==> src/design/ifm_pkg.sv <==
package ifm_pkg;

  localparam int unsigned CFG_IDX_W  = 8;
  localparam int unsigned CFG_DATA_W = 16;
  localparam int unsigned SIDE_REG_W = 13;
  localparam int unsigned COEF_W     = 16;
  localparam int unsigned PIX_W      = 8;
  localparam int unsigned COORD_W    = 12;

  localparam logic [CFG_IDX_W-1:0] REG_WIDTH  = 8'd0;
  localparam logic [CFG_IDX_W-1:0] REG_HEIGHT = 8'd1;
  localparam logic [CFG_IDX_W-1:0] REG_SINE   = 8'd2;
  localparam logic [CFG_IDX_W-1:0] REG_COSINE = 8'd3;

  localparam logic [SIDE_REG_W-1:0]    RST_WIDTH  = 13'd512;
  localparam logic [SIDE_REG_W-1:0]    RST_HEIGHT = 13'd512;
  localparam logic signed [COEF_W-1:0] RST_SINE   = 16'sd16384;
  localparam logic signed [COEF_W-1:0] RST_COSINE = 16'sd0;

  localparam int unsigned Q_DEPTH = 4;
  localparam int unsigned Q_PTR_W = 2;
  localparam int unsigned Q_CNT_W = 3;

  typedef struct packed {
    logic [SIDE_REG_W-1:0]    width;
    logic [SIDE_REG_W-1:0]    height;
    logic signed [COEF_W-1:0] sine;
    logic signed [COEF_W-1:0] cosine;
  } ifm_cfg_t;

  typedef struct packed {
    logic full;
    logic empty;
  } ifm_qstat_t;

endpackage

==> src/design/image_rotate_forward_map.sv <==
// image rotation by forward mapping about the image center
// input channel: one greyscale pixel per item in raster order on pixel_value_i,
//   handshake src_valid_i / src_stall_o
// output channel: destination column, row and pixel on dest_x_o, dest_y_o,
//   dest_pixel_o, handshake dst_valid_o / dst_stall_i
// a pixel whose rotated position falls outside the image produces no item
// configuration: cfg_we_i writes cfg_wdata_i to register cfg_idx_i
//   (0 width, 1 height, 2 sine, 3 cosine, 14 fraction bits); others ignored
// throughput: one item per cycle unless dst_stall_i holds the output; a four
//   entry queue sits between the front counters and the back multiply stage
// path: an accepted pixel passes the queue register, the product register
//   and the output register, in that order
// stall: the output register holds while it is valid and dst_stall_i is high;
//   the queue keeps taking pixels until it is full, then src_stall_o rises
// reset: counters go to column 0 row 0, registers to 512, 512, sine 1.0,
//   cosine 0, and queue and pipeline empty
module image_rotate_forward_map #(
  parameter int unsigned MAX_SIDE  = 4096,
  parameter int unsigned FRAC_BITS = 14
) (
  input  logic                            clk_i,
  input  logic                            rst_ni,
  input  logic                            cfg_we_i,
  input  logic [ifm_pkg::CFG_IDX_W-1:0]   cfg_idx_i,
  input  logic [ifm_pkg::CFG_DATA_W-1:0]  cfg_wdata_i,
  input  logic                            src_valid_i,
  output logic                            src_stall_o,
  input  logic [ifm_pkg::PIX_W-1:0]       pixel_value_i,
  output logic                            dst_valid_o,
  input  logic                            dst_stall_i,
  output logic [ifm_pkg::COORD_W-1:0]     dest_x_o,
  output logic [ifm_pkg::COORD_W-1:0]     dest_y_o,
  output logic [ifm_pkg::PIX_W-1:0]       dest_pixel_o
);
  import ifm_pkg::*;

  localparam int unsigned CW = $clog2(MAX_SIDE);
  localparam int unsigned SW = CW + 1;
  localparam int unsigned DW = SW + 1;
  localparam int unsigned QW = 2 * DW + PIX_W;

  ifm_cfg_t      cfg_q;
  logic [SW-1:0] w_side, h_side;
  logic [CW-1:0] xc, yc;

  ifm_qstat_t    q_stat;
  logic          push, pop;
  logic [DW-1:0] f_dx, f_dy;
  logic [QW-1:0] q_wdata, q_rdata;

  always_ff @(posedge clk_i or negedge rst_ni) begin
    if (!rst_ni) begin
      cfg_q.width  <= RST_WIDTH;
      cfg_q.height <= RST_HEIGHT;
      cfg_q.sine   <= RST_SINE;
      cfg_q.cosine <= RST_COSINE;
    end else if (cfg_we_i) begin
      case (cfg_idx_i)
        REG_WIDTH:  cfg_q.width  <= cfg_wdata_i[SIDE_REG_W-1:0];
        REG_HEIGHT: cfg_q.height <= cfg_wdata_i[SIDE_REG_W-1:0];
        REG_SINE:   cfg_q.sine   <= $signed(cfg_wdata_i[COEF_W-1:0]);
        REG_COSINE: cfg_q.cosine <= $signed(cfg_wdata_i[COEF_W-1:0]);
        default: ;
      endcase
    end
  end

  // zero reads as one, large values saturate
  always_comb begin
    if (cfg_q.width == '0) begin
      w_side = SW'(1);
    end else if (32'(cfg_q.width) > MAX_SIDE) begin
      w_side = SW'(MAX_SIDE);
    end else begin
      w_side = SW'(cfg_q.width);
    end
    if (cfg_q.height == '0) begin
      h_side = SW'(1);
    end else if (32'(cfg_q.height) > MAX_SIDE) begin
      h_side = SW'(MAX_SIDE);
    end else begin
      h_side = SW'(cfg_q.height);
    end
  end

  assign xc = w_side[SW-1:1];
  assign yc = h_side[SW-1:1];

  assign src_stall_o = q_stat.full;

  ifm_front #(
    .SW (SW),
    .CW (CW),
    .DW (DW)
  ) u_front (
    .clk_i       (clk_i),
    .rst_ni      (rst_ni),
    .w_i         (w_side),
    .h_i         (h_side),
    .xc_i        (xc),
    .yc_i        (yc),
    .src_valid_i (src_valid_i),
    .full_i      (q_stat.full),
    .push_o      (push),
    .dx_o        (f_dx),
    .dy_o        (f_dy)
  );

  assign q_wdata = {f_dx, f_dy, pixel_value_i};

  ifm_fifo #(
    .W (QW)
  ) u_fifo (
    .clk_i  (clk_i),
    .rst_ni (rst_ni),
    .push_i (push),
    .pop_i  (pop),
    .data_i (q_wdata),
    .data_o (q_rdata),
    .stat_o (q_stat)
  );

  ifm_back #(
    .SW        (SW),
    .FRAC_BITS (FRAC_BITS),
    .CW        (CW),
    .DW        (DW)
  ) u_back (
    .clk_i        (clk_i),
    .rst_ni       (rst_ni),
    .dx_i         (q_rdata[QW-1 -: DW]),
    .dy_i         (q_rdata[PIX_W +: DW]),
    .pix_i        (q_rdata[PIX_W-1:0]),
    .empty_i      (q_stat.empty),
    .pop_o        (pop),
    .w_i          (w_side),
    .h_i          (h_side),
    .xc_i         (xc),
    .yc_i         (yc),
    .sine_i       (cfg_q.sine),
    .cosine_i     (cfg_q.cosine),
    .dst_valid_o  (dst_valid_o),
    .dst_stall_i  (dst_stall_i),
    .dest_x_o     (dest_x_o),
    .dest_y_o     (dest_y_o),
    .dest_pixel_o (dest_pixel_o)
  );

`ifndef ASSERT_OFF
  a_push_fills_queue : assert property (@(posedge clk_i) disable iff (!rst_ni)
    (push && q_stat.empty) |=> !q_stat.empty)
    else $error("queue empty after push into empty queue");

  a_full_not_empty : assert property (@(posedge clk_i) disable iff (!rst_ni)
    q_stat.full |-> !q_stat.empty)
    else $error("queue both full and empty");

  a_pop_needs_data : assert property (@(posedge clk_i) disable iff (!rst_ni)
    pop |-> !q_stat.empty)
    else $error("pop from empty queue");
`endif

endmodule

==> src/design/ifm_front.sv <==
module ifm_front #(
  parameter int unsigned SW = 13,
  parameter int unsigned CW = SW - 1,
  parameter int unsigned DW = SW + 1
) (
  input  logic          clk_i,
  input  logic          rst_ni,
  input  logic [SW-1:0] w_i,
  input  logic [SW-1:0] h_i,
  input  logic [CW-1:0] xc_i,
  input  logic [CW-1:0] yc_i,
  input  logic          src_valid_i,
  input  logic          full_i,
  output logic          push_o,
  output logic [DW-1:0] dx_o,
  output logic [DW-1:0] dy_o
);
  import ifm_pkg::*;

  logic [CW-1:0] col_q, col_d;
  logic [CW-1:0] row_q, row_d;
  logic [SW-1:0] col_inc;
  logic [SW-1:0] row_inc;

  assign push_o = src_valid_i && !full_i;

  // offsets from the center, signed
  assign dx_o = {2'b00, col_q} - {2'b00, xc_i};
  assign dy_o = {2'b00, row_q} - {2'b00, yc_i};

  assign col_inc = {1'b0, col_q} + SW'(1);
  assign row_inc = {1'b0, row_q} + SW'(1);

  always_comb begin
    col_d = col_q;
    row_d = row_q;
    if (push_o) begin
      if (col_inc >= w_i) begin
        col_d = '0;
        if (row_inc >= h_i) begin
          row_d = '0;
        end else begin
          row_d = row_inc[CW-1:0];
        end
      end else begin
        col_d = col_inc[CW-1:0];
      end
    end
  end

  always_ff @(posedge clk_i or negedge rst_ni) begin
    if (!rst_ni) begin
      col_q <= '0;
      row_q <= '0;
    end else begin
      col_q <= col_d;
      row_q <= row_d;
    end
  end

endmodule

==> src/design/ifm_fifo.sv <==
module ifm_fifo #(
  parameter int unsigned W = 8
) (
  input  logic                clk_i,
  input  logic                rst_ni,
  input  logic                push_i,
  input  logic                pop_i,
  input  logic [W-1:0]        data_i,
  output logic [W-1:0]        data_o,
  output ifm_pkg::ifm_qstat_t stat_o
);
  import ifm_pkg::*;

  logic [W-1:0]       mem_q [Q_DEPTH];
  logic [Q_PTR_W-1:0] wr_ptr_q, rd_ptr_q;
  logic [Q_CNT_W-1:0] cnt_q, cnt_d;
  logic               do_push, do_pop;

  assign stat_o.full  = (cnt_q == Q_CNT_W'(Q_DEPTH));
  assign stat_o.empty = (cnt_q == '0);
  assign do_push      = push_i && !stat_o.full;
  assign do_pop       = pop_i && !stat_o.empty;
  assign data_o       = mem_q[rd_ptr_q];

  always_comb begin
    cnt_d = cnt_q;
    if (do_push && !do_pop) begin
      cnt_d = cnt_q + Q_CNT_W'(1);
    end else if (do_pop && !do_push) begin
      cnt_d = cnt_q - Q_CNT_W'(1);
    end
  end

  always_ff @(posedge clk_i or negedge rst_ni) begin
    if (!rst_ni) begin
      wr_ptr_q <= '0;
      rd_ptr_q <= '0;
      cnt_q    <= '0;
    end else begin
      cnt_q <= cnt_d;
      if (do_push) begin
        wr_ptr_q <= wr_ptr_q + Q_PTR_W'(1);
      end
      if (do_pop) begin
        rd_ptr_q <= rd_ptr_q + Q_PTR_W'(1);
      end
    end
  end

  always_ff @(posedge clk_i) begin
    if (do_push) begin
      mem_q[wr_ptr_q] <= data_i;
    end
  end

endmodule

==> src/design/ifm_back.sv <==
module ifm_back #(
  parameter int unsigned SW        = 13,
  parameter int unsigned FRAC_BITS = 14,
  parameter int unsigned CW        = SW - 1,
  parameter int unsigned DW        = SW + 1
) (
  input  logic                                clk_i,
  input  logic                                rst_ni,
  input  logic [DW-1:0]                       dx_i,
  input  logic [DW-1:0]                       dy_i,
  input  logic [ifm_pkg::PIX_W-1:0]           pix_i,
  input  logic                                empty_i,
  output logic                                pop_o,
  input  logic [SW-1:0]                       w_i,
  input  logic [SW-1:0]                       h_i,
  input  logic [CW-1:0]                       xc_i,
  input  logic [CW-1:0]                       yc_i,
  input  logic signed [ifm_pkg::COEF_W-1:0]   sine_i,
  input  logic signed [ifm_pkg::COEF_W-1:0]   cosine_i,
  output logic                                dst_valid_o,
  input  logic                                dst_stall_i,
  output logic [ifm_pkg::COORD_W-1:0]         dest_x_o,
  output logic [ifm_pkg::COORD_W-1:0]         dest_y_o,
  output logic [ifm_pkg::PIX_W-1:0]           dest_pixel_o
);
  import ifm_pkg::*;

  localparam int unsigned PW  = DW + COEF_W;
  localparam int unsigned AW0 = (PW + 1 > SW + FRAC_BITS) ? PW + 1 : SW + FRAC_BITS;
  localparam int unsigned AW  = AW0 + 1;
  localparam int unsigned FW  = AW - FRAC_BITS;

  logic                 adv;
  logic                 va_q;
  logic signed [PW-1:0] pxc_q, pys_q, pxs_q, pyc_q;
  logic [PIX_W-1:0]     pix_a_q;

  logic [AW-1:0]        acc_x, acc_y;
  logic [FW-1:0]        fl_x, fl_y;
  logic                 ok_x, ok_y;
  logic [COORD_W-1:0]   x_val, y_val;

  logic                 out_v_q;
  logic [COORD_W-1:0]   x_q, y_q;
  logic [PIX_W-1:0]     pix_q;

  assign adv   = !out_v_q || !dst_stall_i;
  assign pop_o = adv && !empty_i;

  // stage a: four products
  always_ff @(posedge clk_i) begin
    if (pop_o) begin
      pxc_q   <= $signed(dx_i) * cosine_i;
      pys_q   <= $signed(dy_i) * sine_i;
      pxs_q   <= $signed(dx_i) * sine_i;
      pyc_q   <= $signed(dy_i) * cosine_i;
      pix_a_q <= pix_i;
    end
  end

  // stage b: sum, truncate toward zero, range check
  assign acc_x = AW'(pxc_q) - AW'(pys_q) + (AW'(xc_i) << FRAC_BITS);
  assign acc_y = AW'(pxs_q) + AW'(pyc_q) + (AW'(yc_i) << FRAC_BITS);
  assign fl_x  = acc_x[AW-1:FRAC_BITS];
  assign fl_y  = acc_y[AW-1:FRAC_BITS];

  // a negative sum lands inside only when it lies in (-1, 0)
  assign ok_x = acc_x[AW-1] ? ((&fl_x) && (|acc_x[FRAC_BITS-1:0]))
                            : (fl_x < FW'(w_i));
  assign ok_y = acc_y[AW-1] ? ((&fl_y) && (|acc_y[FRAC_BITS-1:0]))
                            : (fl_y < FW'(h_i));
  assign x_val = acc_x[AW-1] ? '0 : COORD_W'(fl_x);
  assign y_val = acc_y[AW-1] ? '0 : COORD_W'(fl_y);

  always_ff @(posedge clk_i or negedge rst_ni) begin
    if (!rst_ni) begin
      va_q    <= 1'b0;
      out_v_q <= 1'b0;
    end else if (adv) begin
      va_q    <= !empty_i;
      out_v_q <= va_q && ok_x && ok_y;
    end
  end

  always_ff @(posedge clk_i) begin
    if (adv && va_q) begin
      x_q   <= x_val;
      y_q   <= y_val;
      pix_q <= pix_a_q;
    end
  end

  assign dst_valid_o  = out_v_q;
  assign dest_x_o     = x_q;
  assign dest_y_o     = y_q;
  assign dest_pixel_o = pix_q;

endmodule

==> config.mk <==
export PLATFORM = sky130hd
export DESIGN_NAME = image_rotate_forward_map
export DESIGN_NICKNAME = d
export VERILOG_FILES = /design/src/design/ifm_pkg.sv /design/src/design/image_rotate_forward_map.sv /design/src/design/ifm_front.sv /design/src/design/ifm_fifo.sv /design/src/design/ifm_back.sv
export SDC_FILE = /design/constraint.sdc
export NUM_CORES = 2
export LEC_CHECK = 0
export ABC_AREA = 1
export BUFFER_PORTS_ARGS = -buffer_cell sky130_fd_sc_hd__buf_4
export CAP_MARGIN = 25
export CORE_ASPECT_RATIO = 1.2
export CORE_UTILIZATION = 50
export DETAILED_ROUTE_END_ITERATION = 8
export PLACE_DENSITY = 0.66
export SLEW_MARGIN = 20
export SYNTH_ARGS = -nofsm -noshare
export SYNTH_HDL_FRONTEND = slang
export SYNTH_SLANG_ARGS = --single-unit
==> constraint.sdc <==
create_clock -name clk_i -period 10.4 [get_ports clk_i]
set_input_delay 2.08 -clock clk_i [delete_from_list [all_inputs] [get_ports clk_i]]
set_output_delay 2.08 -clock clk_i [all_outputs]
set_load 0.1 [all_outputs]
Word level (Yosys, flattened, before mapping)
Memories as Yosys holds them, arrays and structs flattened.
Cells that the tools add are included.
{"block": "totals", "reg_bits": 251, "latchBits": 0, "mem_bits_rw": 144, "mem_bits_ro": 0, "out_inout_bits": 34, "n_memories": 1}
{"block": "op_classes", "n_addsub": 12, "mul": 4, "n_div": 0, "n_lt_le_gt_ge": 6, "n_eq_ne": 4, "n_shift": 0, "muxes": 12, "bitwise": 0, "n_reduce_logical": 32}
{"name": "u_fifo.mem_q", "words": 4, "word_bits": 36, "read_ports": 1, "rd_ports_with_merged_regs": 0, "wr": 1, "line": "ifm_fifo.sv:14", "rtl": "logic [W-1:0] mem_q [Q_DEPTH];"}
{"cell": "$mul A14 B16 Y30", "count": 4}
{"cell": "$add A32 B26 Y32", "count": 2}
{"cell": "$mux W13", "count": 4}
{"cell": "$lt A18 B13 Y1", "count": 2}
{"cell": "$reduce_and A18 Y1", "count": 2}
{"cell": "$add A30 B30 Y31", "count": 1}
{"cell": "$sub A30 B30 Y31", "count": 1}
{"cell": "$reduce_or A14 Y1", "count": 2}
{"cell": "$add A12 B1 Y13 const B", "count": 2}
{"cell": "$ge A13 B13 Y1", "count": 2}
{"cell": "$gt A13 B13 Y1 const B", "count": 2}
{"cell": "$logic_not A13 Y1", "count": 2}
{"cell": "$sub A12 B12 Y13", "count": 2}
{"cell": "$mux W12", "count": 2}
{"cell": "$eq A8 B2 Y1 const B", "count": 2}
{"cell": "$logic_and A1 B1 Y1", "count": 11}
{"cell": "$reduce_and A2 Y1", "count": 5}
{"cell": "$eq A8 B1 Y1 const B", "count": 1}
{"cell": "$logic_not A8 Y1", "count": 1}
{"cell": "$logic_not A1 Y1", "count": 6}
{"cell": "$mux W3", "count": 2}
{"cell": "$add A2 B1 Y2 const B", "count": 2}
{"cell": "$mux W1", "count": 4}
{"cell": "$add A3 B1 Y3 const B", "count": 1}
{"cell": "5 further kinds", "count": 5}

Logic depth before layout (Yosys ltp)
{"block": "logic_depth", "ltp_word": 9, "ltp_mapped": 37, "ltp_nobuf": 37}

Modules after synthesis
From an unflattened synthesis, not the netlist that was laid out.
{"block": "unflattened", "cells_unflattened": 7000, "area_unflattened_um2": 57833.0}
{"mod": "ifm_back", "n_inst": 1, "cells_each": 5611, "area_each_um2": 45278.4, "seq_area_each_um2": 4854.7}
{"mod": "ifm_fifo", "n_inst": 1, "cells_each": 481, "area_each_um2": 6239.7, "seq_area_each_um2": 4499.3}
{"mod": "ifm_front", "n_inst": 1, "cells_each": 567, "area_each_um2": 3568.4, "seq_area_each_um2": 600.6}
{"mod": "image_rotate_forward_map", "n_inst": 1, "cells_each": 341, "area_each_um2": 2746.4, "seq_area_each_um2": 1455.1}

Worst setup path before layout
Ideal clock, no wire load.
{"block": "synth_timing", "path_type": "input to register", "start": "input dst_stall_i", "end": "register u_fifo.cnt_q[1]", "t_arrival_ns": 10.395, "required_time_ns": 10.277, "path_slack_ns": -0.118, "stages": 9, "path_buffers": 0, "cell_sequence": "nand2_1 -> inv_1 -> a31oi_1 -> inv_1 -> ha_1 -> inv_1 -> fa_1 -> nor2_1 -> a21oi_1"}
{"block": "synth_between", "elab_chain_cells": 7, "elab_cells_between_ends": 9, "classes_between": "mux (1); reduce/logical (8)"}
{"item": "start: declaration", "line": "image_rotate_forward_map.sv:30", "rtl": "input logic dst_stall_i,"}
{"item": "$logic_not A1 Y1", "line": "ifm_back.sv:47", "rtl": "assign adv = !out_v_q || !dst_stall_i;"}
{"item": "$logic_or A1 B1 Y1", "line": "ifm_back.sv:47"}
{"item": "$logic_and A1 B1 Y1", "line": "ifm_back.sv:48", "rtl": "assign pop_o = adv && !empty_i;"}
{"item": "via pop", "line": "image_rotate_forward_map.sv:47", "rtl": "logic push, pop;"}
{"item": "$logic_and A1 B1 Y1", "line": "ifm_fifo.sv:22", "rtl": "assign do_pop = pop_i && !stat_o.empty;"}
{"item": "$logic_not A1 Y1", "line": "ifm_fifo.sv:27", "rtl": "if (do_push && !do_pop) begin"}
{"item": "$logic_and A1 B1 Y1", "line": "ifm_fifo.sv:27"}
{"item": "$mux W3", "line": "ifm_fifo.sv:27"}
{"item": "via u_fifo.cnt_d[1]", "line": "ifm_fifo.sv:16", "rtl": "logic [Q_CNT_W-1:0] cnt_q, cnt_d;"}
{"item": "end signal: assignment", "line": "ifm_fifo.sv:40", "rtl": "cnt_q <= cnt_d;"}
{"item": "end: declaration", "line": "ifm_fifo.sv:16"}
The timed path passes the listed nets, and every way through them passes these cells.
A chain may end at the register's enable or synchronous reset.

Worst setup path in the final report
{"block": "layout_timing", "start": "register u_fifo.rd_ptr_q[1]", "end": "register u_back.pxc_q[26], data pin"}
{"block": "layout_between", "elab_chain_cells": 2}
{"item": "start: declaration", "line": "ifm_fifo.sv:15", "rtl": "logic [Q_PTR_W-1:0] wr_ptr_q, rd_ptr_q;"}
{"item": "start signal: assignment", "line": "ifm_fifo.sv:45", "rtl": "rd_ptr_q <= rd_ptr_q + Q_PTR_W'(1);"}
{"item": "$mem_v2 Z4 W36"}
{"item": "$mul A14 B16 Y30", "line": "ifm_back.sv:53", "rtl": "pxc_q <= $signed(dx_i) * cosine_i;"}
{"item": "end signal: assignment", "line": "ifm_back.sv:53"}
{"item": "end: declaration", "line": "ifm_back.sv:35", "rtl": "logic signed [PW-1:0] pxc_q, pys_q, pxs_q, pyc_q;"}
Every way passes these cells.

==> results.yml <==
clock_tree:
  numCtsBuffers: 45
  clock_path_buffers: 3
  cts_tree: "done"
  cts_resized: 0
  clock_latency_ps: 640
  cts_setup_buffers: 0
  cts-hold-fix-buffers: 0
  htreeDepth: 2
  cts-root-buf: "clkbuf_16"
  path_clk_slew_ps: 60
  clock-sinks: 387
yosys:
  avgSynthCellArea_um2: 8.553
  synthTopCellsByCount: "inv_1, nand2_1, fa_1"
  async_flop_share_pct: 23.51
  synth_cells: 6390
  synth_top_area_share_pct: 32.49
  synth.area.top_cells: "fa_1, edfxtp_1, ha_1, inv_1, nand2_1"
  yosysWarningCount: 0
  ys_types: 50
  ys_ff_latch: 387
  ys_seq_area_share_pct: 20.44
  syn_area_um2: 54650
  synth-main-ff-cell: "edfxtp_1"
  synth_edf_count: 296
  yosys.area.top_type: "fa_1"
  syn_nets: 7757
  synth_most_common_cell: "inv_1"
die:
  die_w_um: 303.8
  dieArea_um2: 110600
  fp-row-count: 132
  start_util_pct: 50.52
  die_h_um: 364.2
  core-area_um2: 108200
  ios: 71
critical_path:
  crit_type: "register to register"
  path_max_fanout: 36
  critPathLaunch: "u_fifo.rd_ptr_q[1]"
  worstPathArrival_ps: 8740
  endpoint_kind: "register"
  r2r_start: "u_fifo.rd_ptr_q[1]"
  critPathRequiredTime_ps: 10750
  startpoint_type: "register"
global_route:
  antenna_found_initial: 3
  grt_usage_pct: 28.04
  grt-ovfl-total: 0
  grt_pass1_wl_um: 237600
  grt_pass1_vias: 42625
  grt_max_degree: 70
finish:
  num-fill-cells: 9904
  drive_above_1_share_pct: 4.676
  final_core_util_pct: 53.90
  area_growth_pct: 6.696
  nNetsFinal: 7747
sta:
  slew_violations: 0
  slew_headroom_pct: 30.67
  final-setup-viol-count: 0
  rsz0062_at_grt: "no"
  setup_tns_ps: 0
  worst_pin_slew_ps: 1040
  finalClockSkew_ps: 57.76
  hold_viol: 0
  fmax_ghz: 0.1191
  min_period_ps: 8396
  finalCritPeriodShare_pct: 80.73
detailed_routing:
  dr.pass1.iters: 6
  via_count: 42087
  wl_per_cell_um: 19.37
  routed_wl_um: 151600
  drtIter0Drc: 3537
  ant_nets: 0
  via_per_inst: 5.379
  drc: 0
outcome:
  status: "finished, final reports clean"
place:
  port_buffers: 70
  routabilityCongestion: 0.9383
  dpl.hpwl_um: 118800
worst_hold_path:
  hold_class: "register to register"
  holdCritStartpoint: "u_back.pix_a_q[2]"
job:
  drv_cap: 0
flip-flops by register name, summed over array words and instances, names as in the netlist:
name and cells:
u_fifo.mem_q 136, cfg_q 58, u_back.pxc_q 30, u_back.pxs_q 30
u_back.pyc_q 30, u_back.pys_q 30, u_back.dest_x_o 12, u_back.dest_y_o 12
u_front.col_q 12, u_front.row_q 12, u_back.dest_pixel_o 8, u_back.pix_a_q 8
u_fifo.cnt_q 3, u_fifo.rd_ptr_q 2, u_fifo.wr_ptr_q 2, u_back.dst_valid_o 1
u_back.va_q 1
worst max-delay path: stages (launching register included):
cell,delay [ps]
dfrtp_1,320
buf_4,390
inv_2,430
nand3_1,200
nand2_1,370
inv_1,870
nand2_1,340
fa_1,630
inv_1,70
fa_1,760
inv_1,110
fa_1,490
inv_1,50
fa_1,490
fa_1,490
inv_1,50
fa_1,500
inv_1,40
ha_1,330
nand2_1,130
nor4_1,440
nand3_1,150
nand3_1,180
a31oi_1,110
xor2_1,140
cell type report:
type	count	area [um^2]	share of cell area (%)
diodes	2	5.005	0.008583
repair buffers	138	1064	1.824
clock inverters	33	365.4	0.6265
flip-flops and latches	387	11170	19.16
multi-input cells	4365	37390	64.11
well taps	1407	1760	3.019
clock buffers	50	1145	1.963
inverters	1443	5416	9.289
through the flow:
step	hold slack (ps)	instances	instance area (um^2)	setup slack, ps
finish	424.7	7825	58310	2004
global route	441.3	7823	58310	1594
CTS	430.2	7821	58280	2047
detailed placement	407.2	7738	56770	2097
global placement	408.2	7737	56750	2330
floorplan	400.3	6390	54660	2788
routing by layer:
layer	wire length (um)	GRT usage [%]	share of wire, %
met5	27	0	0.018
met3	13240	5.500	8.7
met2	71350	46.44	47
met4	9383	15.07	6.2
met1	57600	34.73	38
logic make-up (layout without fill, tap and decap cells):
| family | count (synthesis) | after routing | synth area share (%) |
|---|---|---|---|
| and+or+nand+nor | 2314 | 2314 | 17.00 |
| buffers and inverters | 1638 | 1664 | 11.27 |
| adders and majority gates | 1330 | 1330 | 42.63 |
| AOI/OAI and AO/OA | 497 | 497 | 5.062 |
| DFF | 387 | 387 | 20.44 |
| xor gates and xnor gates | 224 | 224 | 3.603 |
| other | 0 | 2 | 0 |
layout by cell type, fill, tap and decap left out, drive strengths merged, types with 2 or more instances in the layout:
cell,n
a211oi,6
a21boi,2
a21o,14
a21oi,218
a31oi,23
and2,5
and3,2
buf,138
bufinv,5
clkbuf,50
clkinv,37
clkinvlp,3
dfrtp,88
dfstp,3
diode,2
edfxtp,296
fa,887
ha,443
inv,1431
nand2,1308
nand3,225
nand3b,9
nand4,20
nor2,692
nor3,35
nor4,11
o2111ai,2
o211ai,9
o21a,10
o21ai,176
o21bai,11
o221ai,5
o22ai,13
o31ai,6
or2,5
xnor2,82
xor2,142
path summary, 6_finish.rpt:
check / to / slack [ps] / cells after the start
hold / removal: u_back.dest_pixel_o[2] / 420 / 0
max in group asynchronous: cfg_q[26] / 7720 / 2
setup reg to reg: u_back.pxc_q[26] / 2000 / 24
setup / recovery: u_back.pxc_q[26] / 2000 / 24
min in group asynchronous: u_front.col_q[0] / 1520 / 1
hold reg to reg: u_back.dest_pixel_o[2] / 420 / 0
Power is left out: the tool's default activity adds up to more than one toggle a clock period on the data nets, which glitch-free logic cannot reach.
